<file path="src/sv/mdf_pkg.sv">
// Shared types and constants for the multicast duplicate forward filter.
// No dependencies; imported by the controller, datapath and top level.
`default_nettype none
package mdf_pkg;

	// Sequence-ID cache depth and its index width
	localparam int TABLE_DEPTH = 4;
	localparam int PTR_W = (TABLE_DEPTH > 1) ? $clog2(TABLE_DEPTH) : 1;

	// Field widths
	localparam int SEQ_W = 15;
	localparam int LEN_W = 16;
	localparam int DLY_W = 16;
	localparam int SPREAD_W = 8;
	localparam int CNT_W = 4;
	localparam int CFG_IDX_W = 3;
	localparam int CFG_DATA_W = 16;
	localparam int MOD_STEPS = 16;
	localparam int STEP_W = $clog2(MOD_STEPS);

	// Header constants
	localparam logic [7:0] OPT_TYPE_MCAST = 8'h0C;
	localparam logic [7:0] OPT_LEN_MCAST = 8'd2;
	localparam logic [LEN_W-1:0] ADDED_BYTES = 16'd8;
	localparam logic [LEN_W-1:0] IPV6_HDR_BYTES = 16'd40;

	// Configuration register indexes
	localparam logic [CFG_IDX_W-1:0] CFG_CHECK_INTERVAL = 3'd0;
	localparam logic [CFG_IDX_W-1:0] CFG_MIN_DELAY = 3'd1;
	localparam logic [CFG_IDX_W-1:0] CFG_MAX_SPREAD = 3'd2;
	localparam logic [CFG_IDX_W-1:0] CFG_MAX_FORWARDS = 3'd3;
	localparam logic [CFG_IDX_W-1:0] CFG_BUFFER_LIMIT = 3'd4;

	// Command codes and verdicts
	localparam logic CMD_INBOUND = 1'b0;
	localparam logic CMD_OUTBOUND = 1'b1;
	localparam logic [1:0] VERDICT_DROP = 2'd0;
	localparam logic [1:0] VERDICT_ACCEPT = 2'd1;
	localparam logic [1:0] VERDICT_SENT = 2'd2;

	// Controller to datapath commands
	typedef struct packed {
		logic load;      // capture the input request
		logic eval;      // header check, table lookup and state update
		logic mod_step;  // one restoring step of random mod spread
		logic mul;       // scale base delay by the spread factor
		logic out_load;  // move the result into the output register
	} mdf_cmd_t;

	// Datapath to controller status
	typedef struct packed {
		logic fwd;          // eval: a forward is scheduled
		logic spread_zero;  // no randomization configured
		logic mod_last;     // final modulo step in progress
	} mdf_status_t;

endpackage
`default_nettype wire

</file>
<file path="src/sv/mdf_ctrl.sv">
// Controller state machine for the multicast duplicate forward filter.
// Depends on mdf_pkg for the command and status structs.
`default_nettype none
module mdf_ctrl (
	input  wire                  clk,
	input  wire                  arst_n,
	input  wire                  in_valid,
	output logic                 in_ready,
	output logic                 out_valid,
	input  wire                  out_ready,
	input  mdf_pkg::mdf_status_t status,
	output mdf_pkg::mdf_cmd_t    cmd
);
	import mdf_pkg::*;

	typedef enum logic [2:0] {
		ST_IDLE,
		ST_EVAL,
		ST_MOD,
		ST_MUL,
		ST_FINISH
	} state_t;

	state_t state_q;
	logic   out_free;

	assign in_ready = (state_q == ST_IDLE);
	assign out_free = !out_valid || out_ready;

	// Decode commands from the current state
	always_comb begin
		cmd = '0;
		cmd.load = (state_q == ST_IDLE) && in_valid;
		cmd.eval = (state_q == ST_EVAL);
		cmd.mod_step = (state_q == ST_MOD);
		cmd.mul = (state_q == ST_MUL);
		cmd.out_load = (state_q == ST_FINISH) && out_free;
	end

	// Hold state and the output valid flag
	always_ff @(posedge clk or negedge arst_n) begin
		if (!arst_n) begin
			state_q <= ST_IDLE;
			out_valid <= 1'b0;
		end else begin
			if (cmd.out_load) begin
				out_valid <= 1'b1;
			end else if (out_ready) begin
				out_valid <= 1'b0;
			end
			case (state_q)
				ST_IDLE: begin
					if (in_valid) state_q <= ST_EVAL;
				end
				ST_EVAL: begin
					if (!status.fwd) state_q <= ST_FINISH;
					else if (status.spread_zero) state_q <= ST_MUL;
					else state_q <= ST_MOD;
				end
				ST_MOD: begin
					if (status.mod_last) state_q <= ST_MUL;
				end
				ST_MUL: begin
					state_q <= ST_FINISH;
				end
				ST_FINISH: begin
					if (out_free) state_q <= ST_IDLE;
				end
				default: begin
					state_q <= ST_IDLE;
				end
			endcase
		end
	end

endmodule
`default_nettype wire

</file>
<file path="src/sv/mdf_dpath.sv">
// Datapath: configuration, sequence-ID cache, iterative modulo, delay scaling
// and the output register. Depends on mdf_pkg.
`default_nettype none
module mdf_dpath (
	input  wire                               clk,
	input  wire                               arst_n,
	input  mdf_pkg::mdf_cmd_t                 cmd,
	output mdf_pkg::mdf_status_t              status,
	input  wire                               cfg_wen,
	input  wire [mdf_pkg::CFG_IDX_W-1:0]      cfg_index,
	input  wire [mdf_pkg::CFG_DATA_W-1:0]     cfg_wdata,
	input  wire                               command,
	input  wire [7:0]                         ttl,
	input  wire                               proto_is_hbh,
	input  wire [7:0]                         option_type,
	input  wire [7:0]                         option_len,
	input  wire [7:0]                         seq_high,
	input  wire [7:0]                         seq_low,
	input  wire                               timer_idle,
	input  wire [15:0]                        random_value,
	input  wire                               is_member,
	input  wire                               source_unspecified,
	input  wire [mdf_pkg::LEN_W-1:0]          packet_len,
	output logic [1:0]                        verdict,
	output logic                              forward_now,
	output logic [mdf_pkg::DLY_W-1:0]         forward_delay,
	output logic [mdf_pkg::SEQ_W-1:0]         out_seq,
	output logic [mdf_pkg::LEN_W-1:0]         out_len,
	output logic [mdf_pkg::LEN_W-1:0]         out_payload_len
);
	import mdf_pkg::*;

	// Configuration registers
	logic [DLY_W-1:0]    check_interval_q;
	logic [DLY_W-1:0]    min_delay_q;
	logic [SPREAD_W-1:0] max_spread_q;
	logic [CNT_W-1:0]    max_forwards_q;
	logic [LEN_W-1:0]    buffer_limit_q;

	// Captured request
	logic             cmd_q;
	logic [7:0]       ttl_q;
	logic             hbh_q;
	logic [7:0]       otype_q;
	logic [7:0]       olen_q;
	logic [SEQ_W-1:0] id_in_q;
	logic             idle_q;
	logic [15:0]      rnd_q;
	logic             member_q;
	logic             src_unspec_q;
	logic [LEN_W-1:0] plen_q;

	// Sequence-ID cache and counters
	logic [TABLE_DEPTH-1:0] valid_q;
	logic [SEQ_W-1:0]       id_q [TABLE_DEPTH];
	logic [CNT_W-1:0]       cnt_q [TABLE_DEPTH];
	logic [PTR_W-1:0]       ptr_q;
	logic [SEQ_W-1:0]       seq_cnt_q;

	// Result under construction
	logic [1:0]       verdict_q;
	logic             fwd_q;
	logic [SEQ_W-1:0] oseq_q;
	logic [LEN_W-1:0] olen_out_q;
	logic [LEN_W-1:0] opay_q;
	logic [DLY_W-1:0] base_q;
	logic [DLY_W-1:0] delay_q;

	// Modulo unit
	logic [SPREAD_W-1:0] rem_q;
	logic [15:0]         rnd_sh_q;
	logic [STEP_W-1:0]   step_q;

	// Combinational evaluation
	logic                   hdr_ok;
	logic [TABLE_DEPTH-1:0] hit_vec;
	logic                   hit;
	logic [PTR_W-1:0]       hit_idx;
	logic                   can_fwd;
	logic [LEN_W:0]         grown_len;
	logic                   out_ok;
	logic                   fwd_c;
	logic [DLY_W-1:0]       base_c;
	logic [SPREAD_W:0]      trial;
	logic [SPREAD_W:0]      factor;
	logic [DLY_W+SPREAD_W:0] product;
	logic [SEQ_W-1:0]       seq_next;
	logic [PTR_W-1:0]       ptr_next;

	// Check the header, search the cache and form the lengths, base delay and product
	always_comb begin
		hdr_ok = (ttl_q > 8'd1) && hbh_q && (otype_q == OPT_TYPE_MCAST)
			&& (olen_q == OPT_LEN_MCAST);
		hit_idx = '0;
		for (int i = 0; i < TABLE_DEPTH; i++) begin
			hit_vec[i] = valid_q[i] && (id_q[i] == id_in_q);
		end
		for (int i = TABLE_DEPTH - 1; i >= 0; i--) begin
			if (hit_vec[i]) hit_idx = PTR_W'(i);
		end
		hit = |hit_vec;
		can_fwd = (cnt_q[hit_idx] < max_forwards_q) && idle_q;
		grown_len = {1'b0, plen_q} + {1'b0, ADDED_BYTES};
		out_ok = !src_unspec_q && (grown_len <= {1'b0, buffer_limit_q});
		fwd_c = (cmd_q == CMD_INBOUND) && hdr_ok && (!hit || can_fwd);
		if ((min_delay_q != '0) && (check_interval_q < min_delay_q)) begin
			base_c = min_delay_q;
		end else begin
			base_c = check_interval_q;
		end
		seq_next = seq_cnt_q + SEQ_W'(1);
		if (ptr_q == PTR_W'(TABLE_DEPTH - 1)) begin
			ptr_next = '0;
		end else begin
			ptr_next = ptr_q + PTR_W'(1);
		end
		trial = {rem_q, rnd_sh_q[15]};
		factor = (max_spread_q == '0) ? (SPREAD_W+1)'(1) : {1'b0, rem_q} + (SPREAD_W+1)'(1);
		product = (DLY_W+SPREAD_W+1)'(base_q) * (DLY_W+SPREAD_W+1)'(factor);
	end

	assign status.fwd = fwd_c;
	assign status.spread_zero = (max_spread_q == '0);
	assign status.mod_last = (step_q == STEP_W'(MOD_STEPS - 1));

	// Write configuration registers
	always_ff @(posedge clk or negedge arst_n) begin
		if (!arst_n) begin
			check_interval_q <= 16'd16;
			min_delay_q <= '0;
			max_spread_q <= '0;
			max_forwards_q <= CNT_W'(1);
			buffer_limit_q <= 16'd1280;
		end else if (cfg_wen) begin
			case (cfg_index)
				CFG_CHECK_INTERVAL: check_interval_q <= cfg_wdata;
				CFG_MIN_DELAY:      min_delay_q <= cfg_wdata;
				CFG_MAX_SPREAD:     max_spread_q <= cfg_wdata[SPREAD_W-1:0];
				CFG_MAX_FORWARDS:   max_forwards_q <= cfg_wdata[CNT_W-1:0];
				CFG_BUFFER_LIMIT:   buffer_limit_q <= cfg_wdata;
				default: begin
				end
			endcase
		end
	end

	// Update cache control state and the sequence counter
	always_ff @(posedge clk or negedge arst_n) begin
		if (!arst_n) begin
			valid_q <= '0;
			ptr_q <= '0;
			seq_cnt_q <= '0;
			for (int i = 0; i < TABLE_DEPTH; i++) cnt_q[i] <= '0;
		end else if (cmd.eval) begin
			if (cmd_q == CMD_OUTBOUND) begin
				if (out_ok) seq_cnt_q <= seq_next;
			end else if (hdr_ok) begin
				if (hit) begin
					if (can_fwd) cnt_q[hit_idx] <= cnt_q[hit_idx] + CNT_W'(1);
				end else begin
					valid_q[ptr_q] <= 1'b1;
					cnt_q[ptr_q] <= CNT_W'(1);
					ptr_q <= ptr_next;
				end
			end
		end
	end

	// Capture the request, build the result, run modulo and scaling
	always_ff @(posedge clk) begin
		if (cmd.load) begin
			cmd_q <= command;
			ttl_q <= ttl;
			hbh_q <= proto_is_hbh;
			otype_q <= option_type;
			olen_q <= option_len;
			id_in_q <= {seq_high[6:0], seq_low};
			idle_q <= timer_idle;
			rnd_q <= random_value;
			member_q <= is_member;
			src_unspec_q <= source_unspecified;
			plen_q <= packet_len;
		end
		if (cmd.eval) begin
			fwd_q <= fwd_c;
			base_q <= base_c;
			delay_q <= '0;
			rem_q <= '0;
			rnd_sh_q <= rnd_q;
			step_q <= '0;
			if (cmd_q == CMD_OUTBOUND && out_ok) begin
				verdict_q <= VERDICT_SENT;
				oseq_q <= seq_next;
				olen_out_q <= grown_len[LEN_W-1:0];
				opay_q <= grown_len[LEN_W-1:0] - IPV6_HDR_BYTES;
			end else begin
				verdict_q <= (cmd_q == CMD_INBOUND && hdr_ok && !hit && member_q)
					? VERDICT_ACCEPT : VERDICT_DROP;
				oseq_q <= '0;
				olen_out_q <= '0;
				opay_q <= '0;
			end
			if (cmd_q == CMD_INBOUND && hdr_ok && !hit) begin
				id_q[ptr_q] <= id_in_q;
			end
		end
		// Restoring step: shift in one dividend bit, subtract if it fits
		if (cmd.mod_step) begin
			if (trial >= {1'b0, max_spread_q}) begin
				rem_q <= SPREAD_W'(trial - {1'b0, max_spread_q});
			end else begin
				rem_q <= trial[SPREAD_W-1:0];
			end
			rnd_sh_q <= {rnd_sh_q[14:0], 1'b0};
			step_q <= step_q + STEP_W'(1);
		end
		if (cmd.mul) begin
			delay_q <= product[DLY_W-1:0];
		end
		if (cmd.out_load) begin
			verdict <= verdict_q;
			forward_now <= fwd_q;
			forward_delay <= fwd_q ? delay_q : '0;
			out_seq <= oseq_q;
			out_len <= olen_out_q;
			out_payload_len <= opay_q;
		end
	end

endmodule
`default_nettype wire

</file>
<file path="src/sv/multicast_duplicate_forward_filter.sv">
// Top level of the multicast duplicate forward filter.
// Instantiates mdf_ctrl and mdf_dpath; depends on mdf_pkg.
//
//   channel  handshake            payload
//   in       in_valid/in_ready    command .. packet_len
//   out      out_valid/out_ready  verdict .. out_payload_len
//   cfg      cfg_wen              cfg_index, cfg_wdata
//
// A forwarded inbound request with a nonzero spread passes evaluation, sixteen
// modulo steps, the multiply and the output load. A forward with zero spread
// skips the modulo steps; anything else goes from evaluation to the output load.
// The next request is taken once the controller is back in idle. Reset clears
// the cache valid bits, counts, replace pointer and sequence counter at once. A
// full output register holds the controller before the output load; a new
// request is taken while a finished result still waits.
`default_nettype none
module multicast_duplicate_forward_filter (
	input  wire                           clk,
	input  wire                           arst_n,
	input  wire                           cfg_wen,
	input  wire [mdf_pkg::CFG_IDX_W-1:0]  cfg_index,
	input  wire [mdf_pkg::CFG_DATA_W-1:0] cfg_wdata,
	input  wire                           in_valid,
	output logic                          in_ready,
	input  wire                           command,
	input  wire [7:0]                     ttl,
	input  wire                           proto_is_hbh,
	input  wire [7:0]                     option_type,
	input  wire [7:0]                     option_len,
	input  wire [7:0]                     seq_high,
	input  wire [7:0]                     seq_low,
	input  wire                           timer_idle,
	input  wire [15:0]                    random_value,
	input  wire                           is_member,
	input  wire                           source_unspecified,
	input  wire [mdf_pkg::LEN_W-1:0]      packet_len,
	output logic                          out_valid,
	input  wire                           out_ready,
	output logic [1:0]                    verdict,
	output logic                          forward_now,
	output logic [mdf_pkg::DLY_W-1:0]     forward_delay,
	output logic [mdf_pkg::SEQ_W-1:0]     out_seq,
	output logic [mdf_pkg::LEN_W-1:0]     out_len,
	output logic [mdf_pkg::LEN_W-1:0]     out_payload_len
);
	import mdf_pkg::*;

	mdf_cmd_t    cmd;
	mdf_status_t status;

	// Sequence the request
	mdf_ctrl u_ctrl (
		.clk       (clk),
		.arst_n    (arst_n),
		.in_valid  (in_valid),
		.in_ready  (in_ready),
		.out_valid (out_valid),
		.out_ready (out_ready),
		.status    (status),
		.cmd       (cmd)
	);

	// Evaluate and hold the result
	mdf_dpath u_dpath (
		.clk                (clk),
		.arst_n             (arst_n),
		.cmd                (cmd),
		.status             (status),
		.cfg_wen            (cfg_wen),
		.cfg_index          (cfg_index),
		.cfg_wdata          (cfg_wdata),
		.command            (command),
		.ttl                (ttl),
		.proto_is_hbh       (proto_is_hbh),
		.option_type        (option_type),
		.option_len         (option_len),
		.seq_high           (seq_high),
		.seq_low            (seq_low),
		.timer_idle         (timer_idle),
		.random_value       (random_value),
		.is_member          (is_member),
		.source_unspecified (source_unspecified),
		.packet_len         (packet_len),
		.verdict            (verdict),
		.forward_now        (forward_now),
		.forward_delay      (forward_delay),
		.out_seq            (out_seq),
		.out_len            (out_len),
		.out_payload_len    (out_payload_len)
	);

endmodule
`default_nettype wire

</file>
<file path="config.mk">
export PLATFORM = sky130hd
export DESIGN_NAME = multicast_duplicate_forward_filter
export DESIGN_NICKNAME = d
export VERILOG_FILES = /design/src/sv/mdf_pkg.sv /design/src/sv/mdf_ctrl.sv /design/src/sv/mdf_dpath.sv /design/src/sv/multicast_duplicate_forward_filter.sv
export SDC_FILE = /design/constraint.sdc
export NUM_CORES = 1
export LEC_CHECK = 0
export BUFFER_PORTS_ARGS = -buffer_cell sky130_fd_sc_hd__buf_2
export CAP_MARGIN = 25
export CELL_PAD_IN_SITES_DETAIL_PLACEMENT = 1
export CELL_PAD_IN_SITES_GLOBAL_PLACEMENT = 1
export CORE_AREA = 2 2 207 209
export CTS_CLUSTER_DIAMETER = 40
export DETAILED_ROUTE_END_ITERATION = 7
export DIE_AREA = 0 0 209 211
export PLACE_DENSITY = 0.9
export SYNTH_ARGS = -nofsm -noshare
export SYNTH_HDL_FRONTEND = slang
export SYNTH_SLANG_ARGS = --single-unit
</file>
<file path="constraint.sdc">
create_clock -name clk -period 6.1 [get_ports clk]
set_input_delay 0.915 -clock clk [delete_from_list [all_inputs] [get_ports clk]]
set_output_delay 0.915 -clock clk [all_outputs]
set_load 0.03 [all_outputs]
</file>
==> run metrics, run 1 <==
row count=75; sequential-to-total area share from yosys stat=57.4%; Die ar.=44100 um^2; most frequent cells in the layout=304 x edfxtp_1, 175 x inv_1, 165 x buf_2; PortBufs=166; layout cells sized above 1=19.8%; Vias=14050; routed wire length per instance=24.3 um; Tot GR Track Use=26.6%; fin crit share=95.4%; Post-synth top flop=edfxtp_1; DRT antenna net count=0; maximum root-to-sink buffer count=3; Clk pwr share=28.4%; Slew Limit Fails=0; Worst Path Required=6.54 ns; min cycle time layout=5.82 ns; final setup fails=0; first-pass GRT wire length=90100 um; Pint=7300 uW; initial drt markers=1200; gr ovfl total=0; Max FO, Critical Path=11; Synth top area share=44.8%; Finished Core Util=57.4%; maximum resistive drop on vdd=0.359 mV; largest net degree at the start of global routing=76; status=completed; Synthesis Warnings=0; routed vias/inst=5.79; Worst Max-Slew Pin Slew=1.02 ns; Post-DP HPWL=37400 um; Syn-to-layout area delta=17.6%; Peak Freq=172 MHz; Nets=2082; CTS HTree Levels=2; combinational power share=39.6%; clk_skew=0.0333 ns; initial core utilization=48.8%; Sequential cell area=11700 um^2; Post-synth EDFFs=304; switch share=38.5%; max_slew headroom=31.9%; clock sinks=406; Synth Net Count=1880; final hold vios=0; WS Path Type=reg -> reg; Crit path arrival time=6.26 ns; initial antenna violation count=2; Critical Path Start Type=flip-flop; core area=41800 um^2; GPL Wtd Cong=0.838; vias in the first global route=15623; Die X=209 um; Crit. End Element=flip-flop; drt drc=0; First-pass DRT Iterations=5; Reg power frac=32.0%; CTS tree=done; Leakage=0.00976 uW; largest cells by area after synthesis=edfxtp_1 45%, dfrtp_1 12%, fa_1 6.7%; Vert. Die Dim=211 um; cell area after synthesis=20400 um^2; commonest non-fill, non-tap cell in the layout=edfxtp_1; Clock Latency Late Sink=0.62 ns; multi-input logic area=7890 um^2; Synth async-reset ratio=24.9%; post-synth cell types=74; CTS root buf=clkbuf_16; overall routed net length=59100 um; syn_area_per_cell=12.4 um^2; Synth Register Bits=406; Cells after Synth=1636; Switching Power=4570 uW; post-place setup slack=0.151 ns; Boundary Pins=169; fillers=4149; CTS clk-pin slew, worst paths=0.06 ns; total CTS buffers=57; Yosys top cell by area=edfxtp_1; maxcap violations=0; Min-Delay Path Class=in -> async; Final Power=11900 uW; Pwr Density=495 nW/um^2; Worst Slack Setup Final=0.280 ns
[state kept, by name, summed over array words and instances, names as in the netlist, 16 cells and up]
| register | flops |
|---|---|
| u_dpath.id_q | 60 |
| u_dpath.rnd_sh_q | 16 |
| u_dpath.plen_q | 16 |
| u_dpath.buffer_limit_q | 16 |
| u_dpath.cnt_q | 16 |
| u_dpath.check_interval_q | 16 |
| u_dpath.base_q | 16 |
| u_dpath.rnd_q | 16 |
| u_dpath.out_payload_len | 16 |
| u_dpath.opay_q | 16 |
| u_dpath.delay_q | 16 |
| u_dpath.min_delay_q | 16 |
| u_dpath.forward_delay | 16 |
[power by group through the flow]
stage / Clock [uW] / Sequential [uW] / Combinational (uW)
2_1_floorplan: 0 / 3850 / 3140
3_3_place_gp: 0 / 3780 / 4150
3_5_place_dp: 0 / 3820 / 4540
4_1_cts: 3420 / 3790 / 4680
5_1_grt: 3530 / 3830 / 5210
6_report: 3370 / 3800 / 4700
[per-stage QoR]
step	hold WS (ns)	instance area [um^2]	std cells	setup TNS, ns
6_report	0.0992	23900	2427	0
4_1_cts	0.412	23800	2419	0
3_3_place_gp	0.402	21800	2310	0
2_1_floorplan	0.400	20400	1636	0
5_1_grt	0.0817	23900	2427	-0.0211
3_5_place_dp	0.406	21800	2311	0
[final timing paths]
path / cells after the start / endpoint / slack, ns / start
setup / recovery: 20 / u_dpath.delay_q[14] / 0.28 / u_dpath.rem_q[2]
hold / removal: 1 / u_dpath.buffer_limit_q[9] / 0.1 / arst_n
setup reg to reg: 20 / u_dpath.delay_q[14] / 0.28 / u_dpath.rem_q[2]
hold reg to reg: 0 / u_dpath.out_len[9] / 0.42 / u_dpath.olen_out_q[9]
max in group asynchronous: 3 / u_dpath.ptr_q[1] / 4.97 / arst_n
min in group clk: 0 / u_dpath.out_len[9] / 0.42 / u_dpath.olen_out_q[9]
[cell usage after synthesis, types with 16 or more instances]
| cell | number |
|---|---|
| xnor2_1 | 101 |
| ha_1 | 75 |
| o21ai_0 | 69 |
| nand4_1 | 37 |
| inv_1 | 175 |
| nor4_1 | 16 |
| clkbuf_1 | 34 |
| dfrtp_1 | 97 |
| nand2_1 | 144 |
| nor3_1 | 21 |
| edfxtp_1 | 304 |
| nor2_1 | 84 |
| a22o_1 | 18 |
| and2_1 | 87 |
| fa_1 | 68 |
| mux2_2 | 42 |
| xor2_1 | 37 |
| a21oi_1 | 29 |
| nand3_1 | 24 |
| and3_1 | 17 |
[worst max-delay path, cell delays in order, from the launching register on]
cell and delay (ns):
edfxtp_1 0.55, nand3_1 0.15, or3_1 0.39, a21oi_2 0.52, nand2_1 0.17, fa_1 0.52, fa_1 0.50, inv_1 0.06
fa_1 0.53, inv_1 0.07, fa_1 0.56, inv_1 0.05, ha_1 0.28, inv_1 0.08, a21oi_1 0.06, o21ai_0 0.25
a21oi_1 0.13, o21ai_0 0.24, a21oi_1 0.12, o21a_1 0.20, nor3_1 0.21
[cell type report]
type	count	share of cell area, %
Clock buffer	64	6.28
Timing Repair Buffer	188	4.56
Antenna cell	1	0.0104
Tap cell	539	2.82
Multi-Input combinational cell	1009	32.9
Clock inverter	44	1.87
Inverter	176	2.76
Sequential cell	406	48.8
[kinds of logic after synthesis]
| group | share of synthesized area (%) |
|---|---|
| AOI/OAI and AO/OA | 6.09 |
| xor gates and xnor gates | 6.05 |
| adders and majority gates | 11.3 |
| buffers and inverters | 4.18 |
| DFF | 57.4 |
| muxes | 2.37 |
| and+or+nand+nor | 12.6 |
[metal layers]
layer  GRT usage [%]  wire length (um)
met1            30.4             22000
met5               0                16
met4            10.1              2170
met2            49.8             32000
met3            4.18              2960
[timing repair]
item | CTS | global route
buffers inserted | 0 | 3
endpoints found under the setup margin | 0 | 5
hold buffers | 0 | 0
gates resized for setup | 0 | 10
(Power assumes the default switching activity.)
==> run 2, diff against run 1 <==
--- a/config.mk
+++ b/config.mk
@@ -9,11 +9,12 @@
 export CAP_MARGIN = 25
 export CELL_PAD_IN_SITES_DETAIL_PLACEMENT = 1
 export CELL_PAD_IN_SITES_GLOBAL_PLACEMENT = 1
-export CORE_AREA = 2 2 207 209
+export CORE_AREA = 2 2 245 247
 export CTS_CLUSTER_DIAMETER = 40
+export CTS_CLUSTER_SIZE = 16
 export DETAILED_ROUTE_END_ITERATION = 7
-export DIE_AREA = 0 0 209 211
-export PLACE_DENSITY = 0.9
+export DIE_AREA = 0 0 247 249
+export PLACE_DENSITY = 0.71
 export SYNTH_ARGS = -nofsm -noshare
 export SYNTH_HDL_FRONTEND = slang
 export SYNTH_SLANG_ARGS = --single-unit
==> run 2 against run 1 <==
Net effect:
- worst setup slack gained 0.040 ns
- cell count is 11% higher
- critical path type unchanged
- final area grew 3.2%
- worst hold slack better by 0.20 ns
- power is 3.9% higher
- die area increased by 39%
- sequential power barely moved
- count of clock-buffer cells in the layout grew 12
- sequential share of layout area fell by 1.5 points
==> run metrics, run 2 (synthesized netlist as in run 1, its figures left out) <==
first-pass GRT wire length=79900 um (-11%); Die X=247 um (+18%); initial core utilization=34.7% (-14 points); Slew Limit Fails=0 (unchanged); initial antenna violation count=4 (+2); Reg power frac=30.6% (-1.4 points); CTS HTree Levels=3 (+1); initial drt markers=713 (-41%); clock sinks=406 (unchanged); CTS clk-pin slew, worst paths=0.05 ns (about the same); status=completed; setup bufs post-CTS=0 (unchanged); First-pass DRT Iterations=5 (unchanged); Switching Power=4450 uW (-2.6%); GPL Wtd Cong=0.805 (-3.9%); Final Cell Area=24700 um^2 (+3.2%); Max FO, Critical Path=7 (-4); Post-CTS Resized=0 (unchanged); maximum resistive drop on vdd=0.342 mV (-4.6%); DP Area=22200 um^2 (+1.5%); Tot GR Track Use=16.6% (-9.9 points); Crit. End Element=flip-flop; Pint=7880 uW (+7.9%); commonest non-fill, non-tap cell in the layout=edfxtp_1; routed wire length per instance=18.5 um (-24%); final hold vios=0 (unchanged); Nets=2094 (+0.58%); Syn-to-layout area delta=21.4%; Boundary Pins=169 (unchanged); Worst Slack Setup Final=0.320 ns (+0.0400 ns); CTS root buf=clkbuf_16; Pwr Density=499 nW/um^2 (+0.65%); Peak Freq=173 MHz (+0.69%); overall routed net length=49600 um (-16%); Largest register FFs=60 (unchanged); RSZ-0062 raised after global routing=true; core area=58700 um^2 (+41%); fin crit share=94.8% (-0.66 points); most frequent cells in the layout=304 x edfxtp_1, 175 x inv_1, 165 x buf_2; Leakage=0.00999 uW (+2.4%); final setup fails=0 (unchanged); Top reg by flops=u_dpath.id_q; Clock Latency Late Sink=0.62 ns (about the same); Vert. Die Dim=249 um (+18%); Worst Max-Slew Pin Slew=0.964 ns (-0.0546 ns); Die ar.=61500 um^2 (+39%); DRT antenna net count=0 (unchanged); vias in the first global route=14511 (-7.1%); clk_skew=0.0317 ns (-0.00162 ns); switch share=36.1% (-2.4 points); drt drc=0 (unchanged); TNS Setup=0 ns (unchanged); post-place setup slack=0.187 ns (+0.0357 ns); Post-DP HPWL=35300 um (-5.7%); Min-Delay Path Class=in -> async; WS Path Type=reg -> reg; largest net degree at the start of global routing=62 (-18%); row count=89 (+19%); Clk pwr share=33.6% (+5.2 points); # hold bufs at CTS=0 (unchanged); total CTS buffers=73 (+28%); Critical Path Start Type=flip-flop; routed vias/inst=4.89 (-15%); Worst Path Required=6.44 ns (-0.10 ns); Crit path arrival time=6.12 ns (-0.14 ns); min cycle time layout=5.78 ns (-0.0400 ns); Min Hold Slack=0.299 ns (+0.199 ns); combinational power share=35.8% (-3.8 points); CTS tree=done; PortBufs=166 (unchanged); Vias=13121 (-6.6%); maximum root-to-sink buffer count=3 (unchanged); fillers=6184 (+49%); max_slew headroom=35.5% (+3.7 points); layout cells sized above 1=20.8% (+0.99 points); gr ovfl total=0 (unchanged); maxcap violations=0 (unchanged)
## run 2: routing by layer
metal / up-vias / share of wire (%) / track usage (%)
met3: 100 / 4.1 / 3.65
li1: 6130 / - / -
met4: 4 / 2.5 / 5.22
met2: 225 / 51 / 28.3
met1: 6662 / 43 / 20.9
met5: - / 0.046 / 0
## run 2: power groups by stage
stage	Clock, uW	Sequential [uW]	Combinational (uW)
final	4140	3770	4420
after global routing	4360	3810	5060
after CTS	4240	3770	4510
after detailed placement	0	3820	4450
after global placement	0	3800	4240
after floorplan	0	3850	3140
## run 2: critical path, stage by stage, from the launching register on
cell	delay, ns
dfrtp_1	0.39
nor4_2	0.44
and2_1	0.33
nand2b_1	0.34
nand2_1	0.12
fa_1	0.50
inv_1	0.05
fa_1	0.46
ha_1	0.30
inv_1	0.06
fa_1	0.60
inv_1	0.06
ha_1	0.28
a21o_1	0.15
a21oi_1	0.23
nand2b_1	0.14
a21oi_1	0.07
nor3_1	0.23
o31ai_1	0.17
o41a_1	0.34
xnor2_1	0.17
nor2_1	0.07
## run 2: path summary, 6_finish.rpt
kind | startpoint | to | slack, ns | cells past startpoint
max | u_dpath.max_spread_q[2] | u_dpath.delay_q[15] | 0.32 | 21
min | arst_n | u_dpath.buffer_limit_q[11] | 0.30 | 1
max reg2reg | u_dpath.max_spread_q[2] | u_dpath.delay_q[15] | 0.32 | 21
min reg2reg | u_dpath.oseq_q[11] | u_dpath.out_seq[11] | 0.40 | 0
max in group asynchronous | arst_n | u_dpath.cnt_q[3] | 4.51 | 2
min in group clk | u_dpath.oseq_q[11] | u_dpath.out_seq[11] | 0.40 | 0
## run 2: final cells by class
cell class | instances | area (um^2) | area share [%]
repair buffers | 184 | 1010 | 4.08
inverters | 176 | 662 | 2.68
clock inverters | 57 | 638 | 2.58
well taps | 773 | 967 | 3.91
flip-flops and latches | 406 | 11700 | 47.3
clock buffers | 76 | 1880 | 7.61
diodes | 1 | 2.50 | 0.0101
multi-input cells | 1009 | 7880 | 31.9
## run 2: stage by stage
stage                     power [uW]  std cells  util (%)
after floorplan                 6980       1636         -
after global placement          8030       2546      37.7
after detailed placement        8270       2547      37.7
after CTS                      12500       2680      42.0
after global routing           13200       2682      42.1
final                          12300       2682      42.1
==> run 3, diff against run 2 <==
--- a/config.mk
+++ b/config.mk
@@ -5,16 +5,17 @@
 export SDC_FILE = /design/constraint.sdc
 export NUM_CORES = 1
 export LEC_CHECK = 0
+export ABC_AREA = 1
 export BUFFER_PORTS_ARGS = -buffer_cell sky130_fd_sc_hd__buf_2
 export CAP_MARGIN = 25
 export CELL_PAD_IN_SITES_DETAIL_PLACEMENT = 1
 export CELL_PAD_IN_SITES_GLOBAL_PLACEMENT = 1
-export CORE_AREA = 2 2 245 247
+export CORE_AREA = 2 2 250 252
 export CTS_CLUSTER_DIAMETER = 40
 export CTS_CLUSTER_SIZE = 16
 export DETAILED_ROUTE_END_ITERATION = 7
-export DIE_AREA = 0 0 247 249
-export PLACE_DENSITY = 0.71
+export DIE_AREA = 0 0 252 254
+export PLACE_DENSITY = 0.73
 export SYNTH_ARGS = -nofsm -noshare
 export SYNTH_HDL_FRONTEND = slang
 export SYNTH_SLANG_ARGS = --single-unit
==> run 3 against run 2 <==
Net effect:
- first-iteration DRC count rose by 0.84%
- largest power group unchanged
- wire length rose by 12%
- power rose by 14%
- via count rose by 18%
- critical path type unchanged
==> run metrics, run 3 <==
status=completed; drt drc=0 (unchanged); cell area after synthesis=21300 um^2 (+4.4%); CTS tree=done; highest-delay cell along the critical path=fa_1; # hold bufs at CTS=0 (unchanged); clock sinks=406 (unchanged); initial antenna violation count=4 (unchanged); sequential-to-total area share from yosys stat=54.9% (-2.4 points); R2R Setup Slk=0.49 ns (+0.17 ns); Synth Register Bits=406 (unchanged); Leakage=0.0117 uW (+17%); Top reg by flops=u_dpath.id_q; TNS Setup=0 ns (unchanged); post-synth cell types=58 (-22%); Die ar.=64000 um^2 (+4.1%); Max FO, Critical Path=9 (+2); first-pass GRT wire length=88200 um (+10%); Die X=252 um (+2.0%); RSZ-0062 raised after global routing=false; Synthesis Warnings=0 (unchanged); min cycle time layout=5.61 ns (-0.167 ns); fin crit share=92.0% (-2.7 points); Post-synth top flop=edfxtp_1; clk_skew=0.0264 ns (-0.00530 ns); CTS root buf=clkbuf_16; routed wire length per instance=17.2 um (-6.9%); Post-DP HPWL=41900 um (+19%); # placed instances=3093 (+21%); core area=61300 um^2 (+4.4%); Clock Latency Late Sink=0.61 ns (about the same); M2 GR Usage=31.8% (+3.4 points); most frequent cells in the layout=466 x nand2_1, 387 x inv_1, 304 x edfxtp_1; Nets=2625 (+25%); M3 GR Usage=3.07% (-0.58 points); WS Path Type=reg -> reg; Worst Path Required=6.46 ns (+0.02 ns); Crit path buffers/inverters=5 (+2); maximum resistive drop on vdd=0.294 mV (-14%); First-pass DRT Iterations=5 (unchanged); Synth Net Count=2400 (+28%); Post-synth EDFFs=304 (unchanged); routed vias/inst=4.79 (-2.1%); Sequential cell area=11700 um^2 (unchanged); overall routed net length=55600 um (+12%); Final Power=14000 uW (+14%); Largest register FFs=60 (unchanged); Vias=15470 (+18%); maxcap violations=0 (unchanged); max_slew headroom=33.7% (-1.8 points); Tot GR Track Use=17.5% (+0.92 points); Cells after Synth=2156 (+32%); total CTS buffers=72 (-1.4%); Min-Delay Path Class=in -> async; fillers=6932 (+12%); PortBufs=166 (unchanged); largest net degree at the start of global routing=60 (-3.2%); Boundary Pins=169 (unchanged); Peak Freq=178 MHz (+3.0%); commonest non-fill, non-tap cell in the layout=nand2_1; most numerous cell in the Yosys netlist=nand2_1; Slew Limit Fails=0 (unchanged); Crit path arrival time=5.97 ns (-0.15 ns); Synth top area share=42.9% (-1.9 points); most used routing layer=met2; CTS clk-pin slew, worst paths=0.06 ns (about the same); GPL Wtd Cong=0.859 (+6.7%); gr ovfl total=0 (unchanged); Worst Max-Slew Pin Slew=0.992 ns (+0.0288 ns); DRT antenna net count=0 (unchanged); Critical Path Start Type=flip-flop; Cell Count, Final, Fillers Out=3230 (+20%); initial drt markers=719 (+0.84%); syn_area_per_cell=9.86 um^2 (-21%); Syn-to-layout area delta=20.6%; slowest cell delay on critical path=0.53 ns (-0.07 ns); layout cells sized above 1=16.0% (-4.8 points); Crit. End Element=flip-flop; CTS HTree Levels=3 (unchanged); initial core utilization=34.7% (about the same); CP delay by family, top=adder cells; multi-input logic area=7880 um^2 (about the same); list of most frequent post-synthesis cells=466 x nand2_1, 388 x inv_1, 304 x edfxtp_1; final setup fails=0 (unchanged); largest cells by area after synthesis=edfxtp_1 43%, dfrtp_1 11%, nand2_1 8.2%; maximum root-to-sink buffer count=3 (unchanged); Pwr Density=548 nW/um^2 (+9.8%); CP most frequent cell=nand2_1; Vert. Die Dim=254 um (+2.0%); met1 Use GR=20.5% (-0.39 points); Synth async-reset ratio=24.9% (unchanged); row count=91 (+2.2%); Yosys top cell by area=edfxtp_1; final hold vios=0 (unchanged); vias in the first global route=16842 (+16%)
## run 3: changes by cell type after synthesis, moves of 29 or more
cell and change:
o21ai_0 +55, nor2_1 +133, mux2_2 -41, xnor2_1 -82, inv_1 +213, nand2_1 +322, nand3_1 +29, and2_1 -86
## run 3: layout make-up
class	instances	area share [%]
Multi-Input combinational cell	1302	30.7
Clock inverter	47	2.04
Antenna cell	1	0.00976
Inverter	410	6.03
Sequential cell	406	45.6
Clock buffer	85	7.66
Tap cell	790	3.85
Timing Repair Buffer	189	4.10
## run 3: repair_timing
item / 4_1_cts / 5_1_grt
gates resized for setup: 0 / 3
setup buffers: 0 / 2
setup endpoints to repair: 0 / 2
## run 3: logic make-up after synthesis
group | after synthesis | synth area share, %
adders and majority gates | 143 | 10.8
AOI/OAI and AO/OA | 239 | 6.41
and+or+nand+nor | 863 | 17.3
DFF | 406 | 54.9
muxes | 1 | 0.0530
xor gates and xnor gates | 56 | 2.31
buffers and inverters | 448 | 8.16
## run 3: worst paths after layout
check,depth (start not counted),end,from
worst max-delay path,27,u_dpath.delay_q[15],u_dpath.max_spread_q[1]
worst min-delay path,1,u_dpath.min_delay_q[8],arst_n
worst max register to register,27,u_dpath.delay_q[15],u_dpath.max_spread_q[1]
worst min register to register,0,u_dpath.out_payload_len[5],u_dpath.opay_q[5]
max in group asynchronous,2,u_dpath.cnt_q[13],arst_n
min in group clk,0,u_dpath.out_payload_len[5],u_dpath.opay_q[5]
## run 3: metrics by stage
step	utilization (%)	instance area, um^2	hold slack, ns	setup slack, ns
final	41.9	25600	0.311	0.487
after CTS	41.8	25600	0.312	0.353
after global routing	41.9	25600	0.347	0.0270
after detailed placement	37.7	23100	0.406	0.351
after global placement	37.6	23000	0.401	0.425
after floorplan	-	21300	0.400	0.925
## run 3: where the power goes
group,internal [uW],switching (uW)
registers,3750,358
logic,2050,3800
clock network,2610,1480
## run 3: worst reg2reg max path: stages, from the launching register on
cell      delay (ns)
dfrtp_1         0.42
nor2_1          0.12
nand3_1         0.09
nor2_1          0.24
inv_2           0.14
nand3_1         0.31
inv_1           0.14
nand2_1         0.12
fa_1            0.45
fa_1            0.50
inv_1           0.06
fa_1            0.53
inv_1           0.06
fa_1            0.53
inv_1           0.04
ha_1            0.36
nand2_1         0.10
a21oi_1         0.06
a211oi_1        0.24
a21oi_1         0.14
o21ai_0         0.16
nand2_1         0.11
nand2_1         0.08
nand2_1         0.05
a21oi_1         0.16
nand2_1         0.07
nand2_1         0.06
nor2_1          0.05
## run 3: routing by layer
metal	routed length, um	share of wire (%)
met4	1780	3.2
met1	23200	42
met2	28800	52
met5	23	0.041
met3	1870	3.4
